<file path="src/hdl/vehicle_lamp_duty_controller_assert.svh">
// Assertion macros for the lamp duty controller.
// Define ASSERT_OFF to compile every check away; no other dependencies.
`ifndef VEHICLE_LAMP_DUTY_CONTROLLER_ASSERT_SVH
`define VEHICLE_LAMP_DUTY_CONTROLLER_ASSERT_SVH

`ifndef ASSERT_OFF

// a holds at an edge -> b holds at the same edge
`define VLDC_ASSERT_SAME(label, clk, rst, a, b) \
  label: assert property (@(posedge clk) disable iff (rst) (a) |-> (b)) \
    else $error("%m: same-cycle check failed");

// a holds at an edge -> b holds at the next edge
`define VLDC_ASSERT_NEXT(label, clk, rst, a, b) \
  label: assert property (@(posedge clk) disable iff (rst) (a) |=> (b)) \
    else $error("%m: next-cycle check failed");

`else

`define VLDC_ASSERT_SAME(label, clk, rst, a, b)
`define VLDC_ASSERT_NEXT(label, clk, rst, a, b)

`endif

`endif

</file>
<file path="src/hdl/vldc_pkg.sv">
// Shared types, codes and constants for the lamp duty controller.
// No dependencies; every other design module imports this package.
package vldc_pkg;

  // envelope and duty scale
  localparam int unsigned FADE_IN_MS  = 50;
  localparam int unsigned FADE_OUT_MS = 100;
  localparam int unsigned FULL_DUTY   = 1000;

  localparam int MS_W    = 16;
  localparam int SDUTY_W = 10;
  localparam int DUTY_W  = 16;
  localparam int RAMP_W  = 10;
  localparam int TURN_W  = 18;
  localparam int FLASH_W = 17;
  localparam int PADDR_W = 5;
  localparam int PDATA_W = 32;

  // register reset values
  localparam logic [MS_W-1:0]    HOLD_RST     = 16'd300;
  localparam logic [MS_W-1:0]    GAP_RST      = 16'd500;
  localparam logic [MS_W-1:0]    BRAKE_ON_RST = 16'd125;
  localparam logic [MS_W-1:0]    BRAKE_OFF_RST = 16'd125;
  localparam logic [SDUTY_W-1:0] DAYTIME_RST  = 10'd100;
  localparam logic [SDUTY_W-1:0] TAIL_RST     = 10'd100;

  // register indexes
  localparam logic [2:0] REG_HOLD      = 3'd0;
  localparam logic [2:0] REG_GAP       = 3'd1;
  localparam logic [2:0] REG_BRAKE_ON  = 3'd2;
  localparam logic [2:0] REG_BRAKE_OFF = 3'd3;
  localparam logic [2:0] REG_DAYTIME   = 3'd4;
  localparam logic [2:0] REG_TAIL      = 3'd5;

  // headlight modes
  localparam logic [1:0] MODE_OFF    = 2'd0;
  localparam logic [1:0] MODE_DAY    = 2'd1;
  localparam logic [1:0] MODE_NORMAL = 2'd2;

  // turn-signal selects
  localparam logic [1:0] TURN_OFF    = 2'd0;
  localparam logic [1:0] TURN_LEFT   = 2'd1;
  localparam logic [1:0] TURN_RIGHT  = 2'd2;
  localparam logic [1:0] TURN_HAZARD = 2'd3;

  // Ramps are floor(e * FULL_DUTY / D), done as e * (FULL_DUTY * M) >> S with
  // M = ceil(2^S / D); S is large enough that the result is exact.
  localparam int IN_S = $clog2(FADE_IN_MS * FULL_DUTY + 1) + $clog2(FADE_IN_MS) + 1;
  localparam longint unsigned IN_M = ((64'd1 << IN_S) + FADE_IN_MS - 1) / FADE_IN_MS;
  localparam longint unsigned IN_K = IN_M * FULL_DUTY;
  localparam int IN_PW = $clog2(IN_K + 1) + RAMP_W;

  localparam int OUT_S = $clog2(FADE_OUT_MS * FULL_DUTY + 1) + $clog2(FADE_OUT_MS) + 1;
  localparam longint unsigned OUT_M = ((64'd1 << OUT_S) + FADE_OUT_MS - 1) / FADE_OUT_MS;
  localparam longint unsigned OUT_K = OUT_M * FULL_DUTY;
  localparam int OUT_PW = $clog2(OUT_K + 1) + RAMP_W;

  typedef struct packed {
    logic [1:0] beam_mode;
    logic       passing;
    logic       brake_request;
    logic       flash_request;
    logic [1:0] turn_select;
  } vldc_in_t;

  typedef struct packed {
    logic [SDUTY_W-1:0] front_duty;
    logic [SDUTY_W-1:0] rear_duty;
    logic [SDUTY_W-1:0] left_lamp;
    logic [SDUTY_W-1:0] right_lamp;
  } vldc_out_t;

  // settings in the form the datapath uses them
  typedef struct packed {
    logic [TURN_W-1:0]  hold_end;
    logic [TURN_W-1:0]  fade_end;
    logic [TURN_W-1:0]  turn_period;
    logic [MS_W-1:0]    flash_on;
    logic [FLASH_W-1:0] flash_period;
    logic [DUTY_W-1:0]  day_sat;
    logic [DUTY_W-1:0]  tail_sat;
  } vldc_cfg_t;

endpackage

</file>
<file path="src/hdl/vldc_cfg_regs.sv">
// Configuration registers behind the APB-style port, plus the derived
// thresholds and saturated duties handed to the datapath. Uses vldc_pkg.
module vldc_cfg_regs (
  input  logic                         clk,
  input  logic                         rst,
  input  logic                         psel,
  input  logic                         penable,
  input  logic                         pwrite,
  input  logic [vldc_pkg::PADDR_W-1:0] paddr,
  input  logic [vldc_pkg::PDATA_W-1:0] pwdata,
  output logic [vldc_pkg::PDATA_W-1:0] prdata,
  output logic                         pready,
  output vldc_pkg::vldc_cfg_t          cfg
);
  import vldc_pkg::*;

  logic [MS_W-1:0]    hold_ms, gap_ms, brake_on_ms, brake_off_ms;
  logic [SDUTY_W-1:0] daytime_duty, tail_duty;
  logic [MS_W-1:0]    hold_next, gap_next, on_next, off_next;
  logic [SDUTY_W-1:0] day_next, tail_next;
  logic [2:0]         reg_idx;
  logic               wr;
  vldc_cfg_t          cfg_next;
  vldc_cfg_t          cfg_rst;

  assign pready  = 1'b1;
  assign reg_idx = paddr[PADDR_W-1:2];
  assign wr      = psel && penable && pwrite;

  always_comb begin
    hold_next = hold_ms;
    gap_next  = gap_ms;
    on_next   = brake_on_ms;
    off_next  = brake_off_ms;
    day_next  = daytime_duty;
    tail_next = tail_duty;
    if (wr) begin
      case (reg_idx)
        REG_HOLD:      hold_next = pwdata[MS_W-1:0];
        REG_GAP:       gap_next  = pwdata[MS_W-1:0];
        REG_BRAKE_ON:  on_next   = pwdata[MS_W-1:0];
        REG_BRAKE_OFF: off_next  = pwdata[MS_W-1:0];
        REG_DAYTIME:   day_next  = pwdata[SDUTY_W-1:0];
        REG_TAIL:      tail_next = pwdata[SDUTY_W-1:0];
        default:       ;
      endcase
    end
  end

  // derive from the values the registers take at this edge
  always_comb begin
    cfg_next.hold_end     = TURN_W'(FADE_IN_MS) + TURN_W'(hold_next);
    cfg_next.fade_end     = cfg_next.hold_end + TURN_W'(FADE_OUT_MS);
    cfg_next.turn_period  = cfg_next.fade_end + TURN_W'(gap_next);
    cfg_next.flash_on     = on_next;
    cfg_next.flash_period = FLASH_W'(on_next) + FLASH_W'(off_next);
    cfg_next.day_sat      = (DUTY_W'(day_next) > DUTY_W'(FULL_DUTY)) ?
                            DUTY_W'(FULL_DUTY) : DUTY_W'(day_next);
    cfg_next.tail_sat     = (DUTY_W'(tail_next) > DUTY_W'(FULL_DUTY)) ?
                            DUTY_W'(FULL_DUTY) : DUTY_W'(tail_next);
  end

  always_comb begin
    cfg_rst.hold_end     = TURN_W'(FADE_IN_MS) + TURN_W'(HOLD_RST);
    cfg_rst.fade_end     = cfg_rst.hold_end + TURN_W'(FADE_OUT_MS);
    cfg_rst.turn_period  = cfg_rst.fade_end + TURN_W'(GAP_RST);
    cfg_rst.flash_on     = BRAKE_ON_RST;
    cfg_rst.flash_period = FLASH_W'(BRAKE_ON_RST) + FLASH_W'(BRAKE_OFF_RST);
    cfg_rst.day_sat      = (DUTY_W'(DAYTIME_RST) > DUTY_W'(FULL_DUTY)) ?
                           DUTY_W'(FULL_DUTY) : DUTY_W'(DAYTIME_RST);
    cfg_rst.tail_sat     = (DUTY_W'(TAIL_RST) > DUTY_W'(FULL_DUTY)) ?
                           DUTY_W'(FULL_DUTY) : DUTY_W'(TAIL_RST);
  end

  always_ff @(posedge clk) begin
    if (rst) begin
      hold_ms      <= HOLD_RST;
      gap_ms       <= GAP_RST;
      brake_on_ms  <= BRAKE_ON_RST;
      brake_off_ms <= BRAKE_OFF_RST;
      daytime_duty <= DAYTIME_RST;
      tail_duty    <= TAIL_RST;
      cfg          <= cfg_rst;
    end else begin
      hold_ms      <= hold_next;
      gap_ms       <= gap_next;
      brake_on_ms  <= on_next;
      brake_off_ms <= off_next;
      daytime_duty <= day_next;
      tail_duty    <= tail_next;
      cfg          <= cfg_next;
    end
  end

  always_comb begin
    case (reg_idx)
      REG_HOLD:      prdata = PDATA_W'(hold_ms);
      REG_GAP:       prdata = PDATA_W'(gap_ms);
      REG_BRAKE_ON:  prdata = PDATA_W'(brake_on_ms);
      REG_BRAKE_OFF: prdata = PDATA_W'(brake_off_ms);
      REG_DAYTIME:   prdata = PDATA_W'(daytime_duty);
      REG_TAIL:      prdata = PDATA_W'(tail_duty);
      default:       prdata = '0;
    endcase
  end

endmodule

</file>
<file path="src/hdl/vldc_envelope.sv">
// Turn-signal envelope: fade in, hold, fade out, gap, from the wrapped count.
// Uses vldc_pkg for the ramp constants and the settings struct.
module vldc_envelope (
  input  logic [vldc_pkg::TURN_W-1:0] count,
  input  vldc_pkg::vldc_cfg_t         cfg,
  output logic [vldc_pkg::DUTY_W-1:0] duty
);
  import vldc_pkg::*;

  logic [TURN_W-1:0] out_pos;
  logic [RAMP_W-1:0] up_e, down_e;
  logic [IN_PW-1:0]  up_prod;
  logic [OUT_PW-1:0] down_prod;

  assign out_pos = count - cfg.hold_end;
  assign up_e    = count[RAMP_W-1:0];
  assign down_e  = RAMP_W'(FADE_OUT_MS) - out_pos[RAMP_W-1:0];

  // constant multiply by the scaled reciprocal, then drop the fraction
  assign up_prod   = IN_PW'(up_e) * IN_PW'(IN_K);
  assign down_prod = OUT_PW'(down_e) * OUT_PW'(OUT_K);

  always_comb begin
    if (count < TURN_W'(FADE_IN_MS)) begin
      duty = DUTY_W'(up_prod >> IN_S);
    end else if (count < cfg.hold_end) begin
      duty = DUTY_W'(FULL_DUTY);
    end else if (count < cfg.fade_end) begin
      duty = DUTY_W'(down_prod >> OUT_S);
    end else begin
      duty = '0;
    end
  end

endmodule

</file>
<file path="src/hdl/vehicle_lamp_duty_controller.sv">
// Vehicle lamp duty controller top level: input register, lamp logic, result.
// Uses vldc_pkg, vldc_cfg_regs, vldc_envelope and the assertion header.
`include "vehicle_lamp_duty_controller_assert.svh"

// Each input word is one millisecond tick; each accepted word yields exactly
// one result word of front, rear, left and right duties in per mille. One
// word is taken per clock cycle while the output does not stall: a word is
// held in the input register, and the lamp logic and counter updates are
// combinational from there into the result register. While a result waits
// to be taken, the input register can still take one more word; after that
// the input stalls until the result leaves. The user must write settings
// via the APB-style port while no words are in flight; the block does not
// enforce it. They take effect from the next word. No clearing after reset.
module vehicle_lamp_duty_controller (
  input  logic                         clk,
  input  logic                         rst,
  input  logic                         in_valid,
  output logic                         in_ready,
  input  vldc_pkg::vldc_in_t           in_word,
  output logic                         out_valid,
  input  logic                         out_ready,
  output vldc_pkg::vldc_out_t          out_word,
  input  logic                         psel,
  input  logic                         penable,
  input  logic                         pwrite,
  input  logic [vldc_pkg::PADDR_W-1:0] paddr,
  input  logic [vldc_pkg::PDATA_W-1:0] pwdata,
  output logic [vldc_pkg::PDATA_W-1:0] prdata,
  output logic                         pready
);
  import vldc_pkg::*;

  vldc_cfg_t          cfg;
  logic               s1_valid;
  vldc_in_t           s1_word;
  logic               s1_fire;

  logic [1:0]         stored_turn;
  logic [TURN_W-1:0]  turn_count;
  logic               was_flashing;
  logic [FLASH_W-1:0] flash_count;

  logic               flashing;
  logic               turn_change;
  logic [TURN_W-1:0]  tc_base, tc_use, turn_count_next;
  logic [FLASH_W-1:0] fc_base, fc_use;
  logic [DUTY_W-1:0]  tail, front, rear, env, left, right;
  vldc_out_t          out_next;

  vldc_cfg_regs u_cfg (
    .clk     (clk),
    .rst     (rst),
    .psel    (psel),
    .penable (penable),
    .pwrite  (pwrite),
    .paddr   (paddr),
    .pwdata  (pwdata),
    .prdata  (prdata),
    .pready  (pready),
    .cfg     (cfg)
  );

  vldc_envelope u_env (
    .count (tc_use),
    .cfg   (cfg),
    .duty  (env)
  );

  assign s1_fire  = s1_valid && (!out_valid || out_ready);
  assign in_ready = !s1_valid || s1_fire;

  // brake flashing
  assign flashing = s1_word.brake_request && s1_word.flash_request;
  assign fc_base  = (flashing && !was_flashing) ? '0 : flash_count;
  assign fc_use   = (fc_base >= cfg.flash_period) ? '0 : fc_base;
  assign tail     = (s1_word.beam_mode != MODE_OFF) ? cfg.tail_sat : '0;

  always_comb begin
    if (!s1_word.brake_request) begin
      rear = tail;
    end else if (!flashing) begin
      rear = DUTY_W'(FULL_DUTY);
    end else if (FLASH_W'(cfg.flash_on) > fc_use) begin
      rear = DUTY_W'(FULL_DUTY);
    end else begin
      rear = tail;
    end
  end

  always_comb begin
    if (s1_word.passing || s1_word.beam_mode >= MODE_NORMAL) begin
      front = DUTY_W'(FULL_DUTY);
    end else if (s1_word.beam_mode == MODE_DAY) begin
      front = cfg.day_sat;
    end else begin
      front = '0;
    end
  end

  // turn signal: a new select restarts the envelope
  assign turn_change = s1_word.turn_select != stored_turn;
  assign tc_base     = turn_change ? '0 : turn_count;
  assign tc_use      = (tc_base >= cfg.turn_period) ? '0 : tc_base;

  always_comb begin
    left            = '0;
    right           = '0;
    turn_count_next = tc_base;
    if (s1_word.turn_select != TURN_OFF) begin
      turn_count_next = tc_use + TURN_W'(1);
      if (s1_word.turn_select == TURN_LEFT || s1_word.turn_select == TURN_HAZARD) begin
        left = env;
      end
      if (s1_word.turn_select == TURN_RIGHT || s1_word.turn_select == TURN_HAZARD) begin
        right = env;
      end
    end
  end

  always_comb begin
    out_next.front_duty = front[SDUTY_W-1:0];
    out_next.rear_duty  = rear[SDUTY_W-1:0];
    out_next.left_lamp  = left[SDUTY_W-1:0];
    out_next.right_lamp = right[SDUTY_W-1:0];
  end

  always_ff @(posedge clk) begin
    if (rst) begin
      s1_valid     <= 1'b0;
      out_valid    <= 1'b0;
      stored_turn  <= TURN_OFF;
      turn_count   <= '0;
      was_flashing <= 1'b0;
      flash_count  <= '0;
    end else begin
      if (in_valid && in_ready) begin
        s1_valid <= 1'b1;
      end else if (s1_fire) begin
        s1_valid <= 1'b0;
      end
      if (s1_fire) begin
        out_valid    <= 1'b1;
        stored_turn  <= s1_word.turn_select;
        turn_count   <= turn_count_next;
        was_flashing <= flashing;
        if (flashing) begin
          flash_count <= fc_use + FLASH_W'(1);
        end
      end else if (out_ready) begin
        out_valid <= 1'b0;
      end
    end
  end

  // payload registers: load on acceptance, no reset
  always_ff @(posedge clk) begin
    if (in_valid && in_ready) begin
      s1_word <= in_word;
    end
    if (s1_fire) begin
      out_word <= out_next;
    end
  end

  // a processed word always lands in the result register
  `VLDC_ASSERT_NEXT(a_result_loaded, clk, rst, s1_fire, out_valid)
  // a held word stays put until it moves on
  `VLDC_ASSERT_NEXT(a_s1_hold, clk, rst, s1_valid && !s1_fire, s1_valid && $stable(s1_word))
  // turn lamps are either one-sided or equal (hazard)
  `VLDC_ASSERT_SAME(a_turn_sides, clk, rst, out_valid,
                    out_word.left_lamp == '0 || out_word.right_lamp == '0 ||
                    out_word.left_lamp == out_word.right_lamp)
  // no result without a word behind it
  `VLDC_ASSERT_NEXT(a_no_phantom, clk, rst, !out_valid && !s1_fire, !out_valid)

endmodule
</file>
<file path="config.mk">
export PLATFORM = sky130hd
export DESIGN_NAME = vehicle_lamp_duty_controller
export DESIGN_NICKNAME = d
export VERILOG_FILES = /design/src/hdl/vldc_pkg.sv /design/src/hdl/vldc_cfg_regs.sv /design/src/hdl/vldc_envelope.sv /design/src/hdl/vehicle_lamp_duty_controller.sv
export VERILOG_INCLUDE_DIRS = /design/src /design/src/hdl
export SDC_FILE = /design/constraint.sdc
export NUM_CORES = 1
export LEC_CHECK = 0
export BUFFER_PORTS_ARGS = -buffer_cell sky130_fd_sc_hd__buf_2
export CORE_AREA = 2 2 205 207
export CTS_CLUSTER_DIAMETER = 40
export DETAILED_ROUTE_END_ITERATION = 10
export DIE_AREA = 0 0 207 209
export GPL_ROUTABILITY_DRIVEN = 0
export PLACE_DENSITY = 0.58
export SLEW_MARGIN = 30
export SYNTH_ARGS = -nofsm -noshare
export SYNTH_HDL_FRONTEND = slang
export SYNTH_SLANG_ARGS = --single-unit
</file>
<file path="constraint.sdc">
create_clock -name clk -period 11.3 [get_ports clk]
set_clock_uncertainty 0.2 [all_clocks]
set_input_delay 1.13 -clock clk [delete_from_list [all_inputs] [get_ports clk]]
set_output_delay 1.13 -clock clk [all_outputs]
set_load 0.005 [all_outputs]
</file>
## After elaboration in Yosys (flattened, before gate mapping)

Cells that the tools add are included.

| operators by class | value |
|---|---|
| add/subtract/negate cells | 8 |
| multipliers | 2 |
| $lt $le $gt $ge | 9 |
| equal/unequal tests | 10 |
| mux-type cells | 32 |
| bitwise gates (word level) | 1 |
| reductions and logical operators | 25 |

Operators by type and width:

| cell | number |
|---|---|
| $mux W10 | 14 |
| $mux W16 | 8 |
| $pmux W16 S6 | 1 |
| $mux W18 | 3 |
| $mux W17 | 2 |
| $mul A10 B26 Y32 const B | 1 |
| $mul A10 B25 Y30 const B | 1 |
| $gt A10 B10 Y1 const B | 2 |
| $add A17 B7 Y18 const B | 1 |
| $add A18 B1 Y18 const B | 1 |
| $add A18 B16 Y18 | 1 |
| $ge A18 B18 Y1 | 1 |
| $lt A18 B17 Y1 | 1 |
| $lt A18 B18 Y1 | 1 |
| $lt A18 B6 Y1 const B | 1 |
| $add A16 B16 Y17 | 1 |
| $add A17 B1 Y17 const B | 1 |
| $add A6 B16 Y17 const A | 1 |
| $ge A17 B17 Y1 | 1 |
| $gt A16 B17 Y1 | 1 |
| $sub A10 B10 Y10 | 1 |
| $sub A7 B10 Y10 const A | 1 |
| $reduce_bool A2 Y1 | 4 |
| $eq A3 B2 Y1 const B | 2 |
| other kinds (14) | 35 |

| word-level totals | value |
|---|---|
| register bits after elaboration | 261 |
| input bits | 51 |
| word-level logic and storage cells | 117 |

## Longest topological paths before layout

Gate-level depths: netlist of run 1.

| logic depth | value |
|---|---|
| word-level depth | 10 |
| mapped depth | 35 |

## By module

Synthesis of run 1 repeated with hierarchy kept, for this count alone.

| unflattened totals | value |
|---|---|
| cell total of the unflattened synthesis | 1,920 |
| area total of the unflattened synthesis | 17,090.1 um2 |

Modules (own cells, without submodules):

| module | instances | cells an instance | area each (um2) | sequential area each (um2) |
|---|---|---|---|---|
| vldc_cfg_regs | 1 | 930 | 8,735.9 | 3,423.3 |
| vehicle_lamp_duty_controller | 1 | 648 | 5,565.3 | 2,212.1 |
| vldc_envelope | 1 | 342 | 2,788.9 | 0.0 |

## Least setup slack after synthesis of run 1

No wires, ideal clock.

| timing | value |
|---|---|
| kind | flip-flop to flip-flop |
| from | register s1_word[0] (netlist name) |
| to | register out_word[19] (netlist name) (data pin) |
| library setup time | 0.256 ns |
| arrival time | 7.174 ns |
| slack | 3.670 ns |
| cell stages (with the launch flop) | 34 |
| path buffers | 4 |
| cells stage by stage | edfxtp_1 -> xor2_1 -> nor2_1 -> clkbuf_1 -> clkbuf_1 -> clkbuf_1 -> and2_1 -> ha_1 -> and4_1 -> a221oi_1 -> o21ai_1 -> a221o_1 -> a211oi_2 -> clkbuf_1 -> nand2_1 -> inv_1 -> ha_1 -> ha_1 -> fa_1 -> a21oi_1 -> nor2b_1 -> o21ai_0 -> nand2b_1 -> a21oi_1 -> xnor2_1 -> ha_1 -> ha_1 -> ha_1 -> ha_1 -> a31oi_1 -> xnor2_1 -> xnor2_1 -> o31ai_1 -> a31o_2 |

| between the ends | value |
|---|---|
| longest elaborated chain between the ends | 10 |

RTL lines:

| element | RTL line | RTL |
|---|---|---|
| from (decl) | vehicle_lamp_duty_controller.sv:35 | `vldc_in_t s1_word;` |
| from (signal assigned) | vehicle_lamp_duty_controller.sv:158 | `s1_word <= in_word;` |
| $ne A2 B2 Y1 | vehicle_lamp_duty_controller.sv:101 | `assign turn_change = s1_word.turn_select != stored_turn;` |
| $mux W18 | vehicle_lamp_duty_controller.sv:102 | `assign tc_base = turn_change ? '0 : turn_count;` |
| $ge A18 B18 Y1 | vehicle_lamp_duty_controller.sv:103 | `assign tc_use = (tc_base >= cfg.turn_period) ? '0 : tc_base;` |
| $mux W18 | vehicle_lamp_duty_controller.sv:103 |  |
| $sub A10 B10 Y10 | vldc_envelope.sv:15 | `assign out_pos = count - cfg.hold_end;` |
| $sub A7 B10 Y10 | vldc_envelope.sv:17 | `assign down_e = RAMP_W'(FADE_OUT_MS) - out_pos[RAMP_W-1:0];` |
| $mul A10 B26 Y32 | vldc_envelope.sv:21 | `assign down_prod = OUT_PW'(down_e) * OUT_PW'(OUT_K);` |
| $mux W10 | vldc_envelope.sv:28 | `end else if (count < cfg.fade_end) begin` |
| $mux W10 | vldc_envelope.sv:26 | `end else if (count < cfg.hold_end) begin` |
| $mux W10 | vldc_envelope.sv:24 | `if (count < TURN_W'(FADE_IN_MS)) begin` |
| to (signal assigned) | vehicle_lamp_duty_controller.sv:161 | `out_word <= out_next;` |
| to (decl) | vehicle_lamp_duty_controller.sv:22 | `output vldc_pkg::vldc_out_t out_word,` |

Parallel ways exist; a longest one is shown, timed or not.
A chain may end at the register's enable or synchronous reset.

## Final worst setup path of run 1

| timing | value |
|---|---|
| from | register s1_word[0] (netlist name) |
| to | register out_word[9] (netlist name) (data pin) |

Same word-level chain as after synthesis.

==> results of run 1 <==
## worst max-delay path, delay by kind of cell, from the launching register on
family / cells / cell delay (ns)
AO/OA/AOI/OAI: 12 / 2.99
XOR/XNOR: 4 / 0.71
adder cells (fa/ha/maj): 8 / 2.22
buffers and inverters: 3 / 0.57
flip-flops: 1 / 0.58
AND/OR/NAND/NOR: 5 / 0.72
## cell families after synthesis
| kind of cell | Yosys count |
|---|---|
| DFF | 256 |
| adders and majority gates | 166 |
| muxes | 104 |
| and+or+nand+nor | 637 |
| buffers and inverters | 225 |
| xor gates and xnor gates | 73 |
| other | 2 |
| AOI/OAI and AO/OA | 352 |
## how the worst min path moves through the flow
stage | start | endpoint | slack, ns | cells after the start
after floorplan | was_flashing | was_flashing | 0.23 | 2
after global placement | was_flashing | was_flashing | 0.24 | 2
after detailed placement | flash_count[14] | flash_count[14] | 0.26 | 2
after CTS | flash_count[14] | flash_count[14] | 0.27 | 2
after global routing | flash_count[14] | flash_count[14] | 0.28 | 2
final | flash_count[14] | flash_count[14] | 0.27 | 2
## metal layers
| layer | vias to the layer above | global-route usage (%) | routed length [um] |
|---|---|---|---|
| li1 | 6496 | - | - |
| met1 | 6140 | 24.4 | 18600 |
| met2 | 288 | 32.6 | 19800 |
| met3 | 75 | 2.89 | 1860 |
| met4 | 4 | 6.35 | 1180 |
| met5 | - | 0 | 29 |
## power by group
group          leakage, nW  internal [mW]  switching (mW)
registers             2.13          0.947          0.0106
clock network        0.616          0.716           0.458
logic                 5.06         0.0687           0.119
total                 7.80           1.73           0.588
## synth_stat cells, types with 21 or more instances
cell type	count	area (um^2)
a21o_1	32	240
a21oi_1	90	450
a31oi_1	23	144
and2_1	51	319
and3_1	23	144
clkbuf_1	70	263
dfxtp_1	211	4220
edfxtp_1	45	1350
ha_1	161	2010
inv_1	121	454
mux2_2	57	642
mux2i_1	39	390
nand2_1	138	518
nand2b_1	30	188
nand3_1	43	215
nor2_1	132	495
nor2b_1	67	419
nor3_1	21	105
o21ai_0	58	290
or2_2	33	206
xnor2_1	50	438
xor2_1	23	201
## flip-flops by register name, indices dropped and copies added (netlist names)
| name | cells |
|---|---|
| u_cfg.cfg | 103 |
| out_word | 38 |
| turn_count | 18 |
| flash_count | 17 |
| u_cfg.brake_off_ms | 16 |
| u_cfg.gap_ms | 16 |
| u_cfg.hold_ms | 16 |
| u_cfg.daytime_duty | 10 |
| u_cfg.tail_duty | 10 |
| s1_word | 7 |
| stored_turn | 2 |
| out_valid | 1 |
| s1_valid | 1 |
| was_flashing | 1 |
## final cells by class
class | count | area [um^2] | area share, %
multi-input combinational | 1352 | 9770 | 53.4
sequential | 256 | 5580 | 30.5
inverter | 121 | 454 | 2.48
timing repair buffer | 100 | 537 | 2.93
clock inverter | 25 | 287 | 1.57
antenna | 2 | 5.00 | 0.0273
tap | 539 | 674 | 3.69
clock buffer | 44 | 993 | 5.43
==> results by group, run 1 <==
Critical path
  – Library cell contributing the largest single delay on the critical path: a21oi_2
  – Worst setup path endpoint: out_word[9]
  – Critical Path Most Common Cell: ha_1
  – Data arrival time of the critical path: 8.34 ns
  – R2r endpoint: out_word[9]
  – CP endpoint kind: register
  – Type of element launching the critical path: register
  – Peak per-stage delay on the critical path: about 0.67 ns
  – Startpoint of the worst-slack reg-to-reg timing path: s1_word[0]
  – Required time of the critical path: 11.38 ns
  – Peak fanout along the critical path: 32
  – Launch point of the worst path: s1_word[0]
  – Logic depth of the worst register-to-register path: 32
  – Setup slack on the worst flop-to-flop path: around 3.0 ns
  – Type of the worst setup path: register to register

Place
  – Area of placed instances: 17,000 um^2
  – DPL Wire Length: roughly 31,000 um
  – Number of instances in the placed design: roughly 2.4k
  – IO Port Bufs: 88
  – Dpl ws: 3.06 ns

STA
  – Pin slew with the least headroom to its limit: about 0.96 ns
  – Pins over their slew limit: 0
  – Period Utilization, post-route: around 73%
  – Fin crit period: about 8.3 ns
  – Setup repair after global routing missed its margin: no
  – Setup WS post-layout: 3.04 ns
  – Timing-limited maximum frequency: between 100 and 150 MHz
  – Hold_ws: 0.266 ns
  – Total Negative Setup Slacks: 0 ns
  – Relative slew margins: ~34%
  – Number of endpoints with negative hold slack in the final report: 0
  – Number of failing setup endpoints in the final timing report: 0

Logic synthesis
  – Post-Synth Simple-Gate Area: between 20% and 30%
  – Number of flops mapped to enable cells by yosys: 45
  – Synthesis Warnings: 0
  – Mux share of post-synthesis cell area: roughly 7.4%
  – Mean Syn Cell Area: approximately 9 um^2
  – XOR/XNOR share of the synthesized area: just under 4%
  – Number of cells produced by synthesis: roughly 1.8k
  – Part of the Yosys area used for sequential elements: around a third
  – Adder and majority cell fraction of the synthesized area: a little over an eighth
  – Synth Area in Compound Gates: between 10% and 20%
  – Main synth FF type: dfxtp_1
  – Post-synthesis cell area: 16,200 um^2
  – Ys async rst share: 0%
  – Flops & latches, synth: 256
  – Combinational family with the most area after synthesis: simple AND/OR/NAND/NOR gates
  – Cell variety after synth: between 80 and 90

Global route
  – Initial antenna violation count: 3
  – Overall track demand over capacity in global routing: between 10% and 20%
  – Maximum number of pins on one net before global-route repair: between 80 and 90
  – Grt total ovfl: 0
  – Vias in the first global route: 12.9k
  – First-pass GRT wire length: approximately 67,000 um

Clock tree
  – Sinks on Clock Net: 256
  – Hold bufs inserted after CTS: 0
  – Worst-case clock buffer depth: 3
  – Master cell of the clock root buffer: clkbuf_16
  – Deepest level of the CTS H-tree: 2
  – Insertion delay of the later-clocked pin in the worst-skew pair: ~0.54 ns
  – CTS tree: done
  – Number of gates resized after cts: 0
  – Post-CTS Repair Setup Buffers: 0
  – Total CTS buffers: 38
  – CTS clock-pin slew for the worst setup and hold paths: 0.06 ns

Route
  – Per-cell routed wire length: around 17 um
  – Via-per-instance ratio: about 5.3
  – Overall routed net length: 41,400 um
  – Remaining design rule violation count: 0
  – Number of detailed-route iterations in the first pass: 5
  – Post-detailed-route count of antenna-violating nets: 0
  – Detailed-route via count: 13.0k
  – Initial DRC count: roughly 700

Finish
  – Layout-stage area growth over the synthesis result: 13.0%
  – Final standard cell area without fillers: between 15,000 and 20,000 um^2
  – Final design utilization: around 44%
  – Most common library cell in the layout ignoring fill and taps: dfxtp_1
  – Commonest cells after routing, fill and taps aside: 211 x dfxtp_1, 161 x ha_1, 138 x nand2_1
  – Number of nets in the final layout: about 2.1k
  – Non-filler instance count after layout: 2,439
  – Fillers: 4,155
  – Fraction of layout cells with a size suffix above 1: between 10% and 20%

Floorplan
  – Floorplan die width: about 210 um
  – Die Y-Extent: ~210 um
  – Starting utilization of the core area: about two fifths
  – Row Count: 75
  – Total die area: roughly 43,000 um^2
  – I/O Pins: roughly 130
  – Core ar.: about 41,000 um^2

Min path
  – HP Class: register to register

Pwr
  – Total power draw: between 2 and 2.5 mW
  – Max rail drop VDD: 103 uV
  – Leakage Power: 7.80 nW
  – Ratio of total power to cell area: 127 nW/um^2

Status
  – Outcome: completed

Job
  – Number of maximum-capacitance constraint violations: 0
No activity file was read; power rests on OpenSTA's default activity.
==> run 2, diff against run 1 <==
PLACE_DENSITY = 0.6   (was 0.58)
clock period = 7.2 ns   (was 11.3 ns; I/O delays follow)
==> results by group, run 2 (synthesized netlist as in run 1, its figures left out) <==
Status
  – Outcome: completed

Route
  – Remaining design rule violation count: 0
  – Detailed-route via count: 13.2k
  – Initial DRC count: 799
  – Post-detailed-route count of antenna-violating nets: 0
  – Via-per-instance ratio: ~5.4
  – Per-cell routed wire length: ~17 um
  – Overall routed net length: 42,400 um
  – Number of detailed-route iterations in the first pass: 5

Critical path
  – Launch point of the worst path: s1_word[1]
  – CP endpoint kind: register
  – Library cell contributing the largest single delay on the critical path: edfxtp_1
  – Logic depth of the worst register-to-register path: 31
  – Peak fanout along the critical path: 13
  – Type of element launching the critical path: register
  – Startpoint of the worst-slack reg-to-reg timing path: s1_word[1]
  – Type of the worst setup path: register to register
  – Peak per-stage delay on the critical path: 0.40 ns
  – Data arrival time of the critical path: a little under 7 ns
  – Required time of the critical path: about 7.3 ns
  – Critical Path Most Common Cell: ha_1

Finish
  – Top register by number of flip-flops: u_cfg.cfg
  – Footprint of the multi-input gates: a little under 10,000 um^2
  – Fraction of layout cells with a size suffix above 1: ~16%
  – Number of nets in the final layout: roughly 2.1k
  – Most common library cell in the layout ignoring fill and taps: dfxtp_1
  – Total area of sequential cells: about 5600 um^2
  – Fillers: about 4.1k
  – Largest register FFs: 103
  – Largest registers in the final layout: u_cfg.cfg x103, out_word x38, turn_count x18
  – Commonest cells after routing, fill and taps aside: 211 x dfxtp_1, 158 x ha_1, 138 x nand2_1
  – Layout-stage area growth over the synthesis result: 15.2%

Clock tree
  – CTS tree: done
  – Insertion delay of the later-clocked pin in the worst-skew pair: 0.54 ns
  – CTS clock-pin slew for the worst setup and hold paths: approximately 0.060 ns
  – Master cell of the clock root buffer: clkbuf_16
  – Deepest level of the CTS H-tree: 2
  – Total CTS buffers: 39
  – Sinks on Clock Net: roughly 260
  – Worst-case clock buffer depth: 3
  – Hold bufs inserted after CTS: 0

Place
  – DPL Wire Length: about 32,000 um
  – Dpl ws: 0.0137 ns
  – IO Port Bufs: 88

STA
  – Timing-limited maximum frequency: 146 MHz
  – Setup WS post-layout: around 0.36 ns
  – Setup repair after global routing missed its margin: no
  – Fin crit period: roughly 6.8 ns
  – Total Negative Setup Slacks: 0 ns
  – Relative slew margins: about a third
  – Period Utilization, post-route: between 90% and 100%
  – Pins over their slew limit: 0
  – Number of endpoints with negative hold slack in the final report: 0
  – Pin slew with the least headroom to its limit: ~0.95 ns
  – Number of failing setup endpoints in the final timing report: 0

Pwr
  – Max rail drop VDD: roughly 130 uV
  – Ratio of total power to cell area: approximately 200 nW/um^2
  – Total power draw: approximately 3.8 mW
  – Leakage Power: 7.98 nW

Global route
  – Initial antenna violation count: 3
  – Grt total ovfl: 0
  – Maximum number of pins on one net before global-route repair: 76
  – Vias in the first global route: ~13k
  – First-pass GRT wire length: roughly 68,000 um
  – Overall track demand over capacity in global routing: between 10% and 20%

Floorplan
  – Row Count: 75
  – I/O Pins: approximately 130
  – Die Y-Extent: between 200 and 250 um
  – Floorplan die width: 207 um
  – Core ar.: ~41,000 um^2
  – Starting utilization of the core area: 39.2%
  – Total die area: between 40,000 and 50,000 um^2

Min path
  – Start point of the worst min-delay path: in_word[5]
  – Worst Hold Path Cells: 1
  – HP Class: input port to register

Job
  – Number of maximum-capacitance constraint violations: 0
[run 2: path summary, 6_finish.rpt]
path / slack, ns / to
min reg2reg: 0.26 / was_flashing
max reg2reg: 0.36 / out_word[9]
max: 0.36 / out_word[9]
min: 0.16 / s1_word[5]
[run 2: cell type report]
cell class              instances  area share, %
clock buffers                  49           5.76
flip-flops and latches        256           29.9
inverters                     121           2.43
multi-input cells            1352           52.8
well taps                     539           3.61
clock inverters                22           1.67
diodes                          2         0.0268
repair buffers                123           3.82
[run 2: repair_timing]
item	4_1_cts	5_1_grt
buffers inserted	0	0
setup endpoints to repair	0	2
resized for setup	0	10
[run 2: stage by stage]
| stage | hold WS (ns) | area, um^2 | instances | utilization (%) |
|---|---|---|---|---|
| detailed placement | 0.250 | 17200 | 2391 | 41.6 |
| floorplan | 0.231 | 16300 | 1833 | - |
| global route | 0.140 | 18700 | 2463 | 45.2 |
| finish | 0.155 | 18700 | 2464 | 45.2 |
| global placement | 0.237 | 17200 | 2391 | 41.6 |
| CTS | 0.137 | 18600 | 2462 | 45.0 |
[run 2: worst max-delay path: cells and delay by family (launching register included)]
kind	cells	cell delay (ns)
buffers and inverters	5	0.70
flip-flops	1	0.40
XOR/XNOR	4	0.79
AND/OR/NAND/NOR	4	0.69
AO/OA/AOI/OAI	11	1.88
adder cells (fa/ha/maj)	7	1.92
[run 2: layer usage]
metal	up-vias	routed length [um]	track usage (%)	share of wire [%]
li1	6539	-	-	-
met3	66	1930	3.10	4.6
met5	-	34	0	0.080
met4	4	857	5.37	2.0
met1	6288	19100	25.0	45
met2	292	20500	32.8	48
[run 2: report_power, final]
part	internal, mW	leakage, nW	switching [mW]	total [mW]
registers	1.49	2.13	0.0149	1.50
clock network	1.31	0.671	0.688	2.00
logic	0.119	5.18	0.197	0.316
==> run 3, diff against run 2 <==
CELL_PAD_IN_SITES_DETAIL_PLACEMENT = 0   (was default)
CELL_PAD_IN_SITES_GLOBAL_PLACEMENT = 1   (was default)
PLACE_DENSITY = 0.75   (was 0.6)
==> results by group, run 3 (synthesized netlist as in run 1, its figures left out) <==
Place
  – IO Port Bufs: 88
  – DPL Wire Length: 32,100 um
  – Dpl ws: -0.0625 ns

Job
  – Number of maximum-capacitance constraint violations: 0

Critical path
  – Type of the worst setup path: register to register
  – Critical path buffer and inverter count: 3
  – Startpoint of the worst-slack reg-to-reg timing path: s1_word[1]
  – Peak per-stage delay on the critical path: approximately 0.4 ns
  – CP endpoint kind: register
  – Logic depth of the worst register-to-register path: 32
  – Type of element launching the critical path: register
  – Library cell contributing the largest single delay on the critical path: edfxtp_1
  – Peak fanout along the critical path: 5
  – Required time of the critical path: between 7 and 8 ns
  – R2r endpoint: out_word[9]
  – Setup slack on the worst flop-to-flop path: roughly 0.32 ns
  – Largest delay share family, worst path: compound AO/OA/AOI/OAI gates
  – Data arrival time of the critical path: 7.00 ns
  – Critical Path Most Common Cell: ha_1

Route
  – Post-detailed-route count of antenna-violating nets: 0
  – Remaining design rule violation count: 0
  – Overall routed net length: between 40,000 and 50,000 um
  – Number of detailed-route iterations in the first pass: 5
  – Detailed-route via count: 13.3k
  – Per-cell routed wire length: around 17 um
  – Via-per-instance ratio: 5.34
  – Initial DRC count: 722

Global route
  – Met1 Track Usage GR: about a quarter
  – Overall track demand over capacity in global routing: 19.8%
  – Layer with the highest usage: met2
  – Met3 capacity usage during global routing: a little over 3%
  – Grt total ovfl: 0
  – Vias in the first global route: roughly 13k
  – Initial antenna violation count: 5
  – Maximum number of pins on one net before global-route repair: 120
  – Met2 GRT Util: 34.3%
  – First-pass GRT wire length: 69,500 um

Status
  – Outcome: completed

Pwr
  – Ratio of total power to cell area: roughly 210 nW/um^2
  – Part of the total power dissipated in combinational logic: between 7 and 8%
  – Sw frac: roughly a quarter
  – Net load switching power: around 1.0 mW
  – Part of the power in the clock network: 54.7%
  – Max rail drop VDD: around 160 uV
  – Leakage Power: 8.13 nW
  – Share of total power in sequential cells: between 30% and 40%
  – Total power draw: between 4 and 5 mW
  – Cell Int Power: 2.98 mW

Finish
  – Number of nets in the final layout: 2,125
  – Largest registers in the final layout: u_cfg.cfg x103, out_word x38, turn_count x18
  – Commonest cells after routing, fill and taps aside: 211 x dfxtp_1, 157 x ha_1, 137 x nand2_1
  – Fraction of layout cells with a size suffix above 1: about 18%
  – Fillers: 4,024
  – Top register by number of flip-flops: u_cfg.cfg
  – Largest register FFs: 103
  – Most common library cell in the layout ignoring fill and taps: dfxtp_1
  – Layout-stage area growth over the synthesis result: 17.2%

Min path
  – HP Class: input port to register
  – Worst Hold Path Cells: 1
  – Worst Hold Path EP: s1_word[4]
  – Start point of the worst min-delay path: in_word[4]

STA
  – Setup WS post-layout: between 0.3 and 0.4 ns
  – Number of endpoints with negative hold slack in the final report: 0
  – Timing-limited maximum frequency: roughly 150 MHz
  – Pins over their slew limit: 0
  – Relative slew margins: 33.3%
  – Pin slew with the least headroom to its limit: just under 1 ns
  – Fin crit period: a little under 7 ns
  – Period Utilization, post-route: a little over nine tenths
  – Number of failing setup endpoints in the final timing report: 0

Clock tree
  – Total CTS buffers: 47
  – Worst-case clock buffer depth: 3
  – CTS tree: done
  – Insertion delay of the later-clocked pin in the worst-skew pair: between 0.5 and 0.6 ns
  – Master cell of the clock root buffer: clkbuf_16
  – Sinks on Clock Net: about 260
  – CTS clock-pin slew for the worst setup and hold paths: 0.05 ns
  – Deepest level of the CTS H-tree: 2
  – Hold bufs inserted after CTS: 0

Floorplan
  – I/O Pins: roughly 130
  – Starting utilization of the core area: between 30% and 40%
  – Row Count: 75
  – Total die area: approximately 43,000 um^2
  – Die Y-Extent: about 210 um
  – Floorplan die width: 207 um
  – Core ar.: between 40,000 and 50,000 um^2
==> run 3: final cells by class <==
| type | count | area [um^2] | share of cell area (%) |
|---|---|---|---|
| Antenna cell | 2 | 5.00 | 0.0264 |
| Clock buffer | 57 | 1320 | 6.94 |
| Clock inverter | 31 | 293 | 1.54 |
| Inverter | 121 | 454 | 2.39 |
| Multi-Input combinational cell | 1352 | 9890 | 52.1 |
| Sequential cell | 256 | 5580 | 29.4 |
| Tap cell | 539 | 674 | 3.55 |
| Timing Repair Buffer | 130 | 771 | 4.06 |
==> run 3: how the worst max path moves through the flow <==
stage | start | end | cells after the start
4_1_cts | s1_word[0] | out_word[9] | 31
2_1_floorplan | s1_word[1] | out_word[19] | 33
6_report | s1_word[1] | out_word[9] | 32
5_1_grt | s1_word[1] | out_word[9] | 32
3_5_place_dp | s1_word[1] | out_word[9] | 31
3_3_place_gp | s1_word[1] | out_word[19] | 31
==> run 3: worst register-to-register path, delay by kind of cell (launching register included) <==
kind	cells	cell delay, ns
AO/OA/AOI/OAI	12	2.28
XOR/XNOR	4	0.76
adder cells (fa/ha/maj)	8	2.10
buffers and inverters	3	0.38
flip-flops	1	0.40
AND/OR/NAND/NOR	5	0.52
==> run 3: power by group through the flow <==
stage / logic, mW / clock network, mW / registers, mW
2_1_floorplan: 0.219 / 0 / 1.53
3_3_place_gp: 0.301 / 0 / 1.53
3_5_place_dp: 0.306 / 0 / 1.53
4_1_cts: 0.311 / 2.25 / 1.50
5_1_grt: 0.353 / 2.31 / 1.50
6_report: 0.317 / 2.20 / 1.50
==> run 3: repair_timing <==
item,in CTS,in global routing
pin swaps,3,22
gates resized for setup,2,21
hold endpoints to repair,0,0
buffers inserted,3,3
endpoints found under the setup margin,2,2
gates cloned,0,1
==> run 3: metal layers <==
metal	share of wire, %	vias up
li1	-	6580
met1	44	6242
met2	48	368
met3	5.3	84
met4	2.8	6
met5	0.093	-
==> run 3: through the flow <==
step           instances  hold WS (ns)  TNS [ns]  cell area, um^2  utilization [%]
2_1_floorplan       1833         0.231         0            16300                -
3_3_place_gp        2391         0.244         0            17200             41.6
3_5_place_dp        2391         0.246    -0.122            17200             41.7
4_1_cts             2482        0.0799         0            18800             45.6
5_1_grt             2487        0.0953   -0.0758            19000             46.0
6_report            2488         0.111         0            19000             46.0
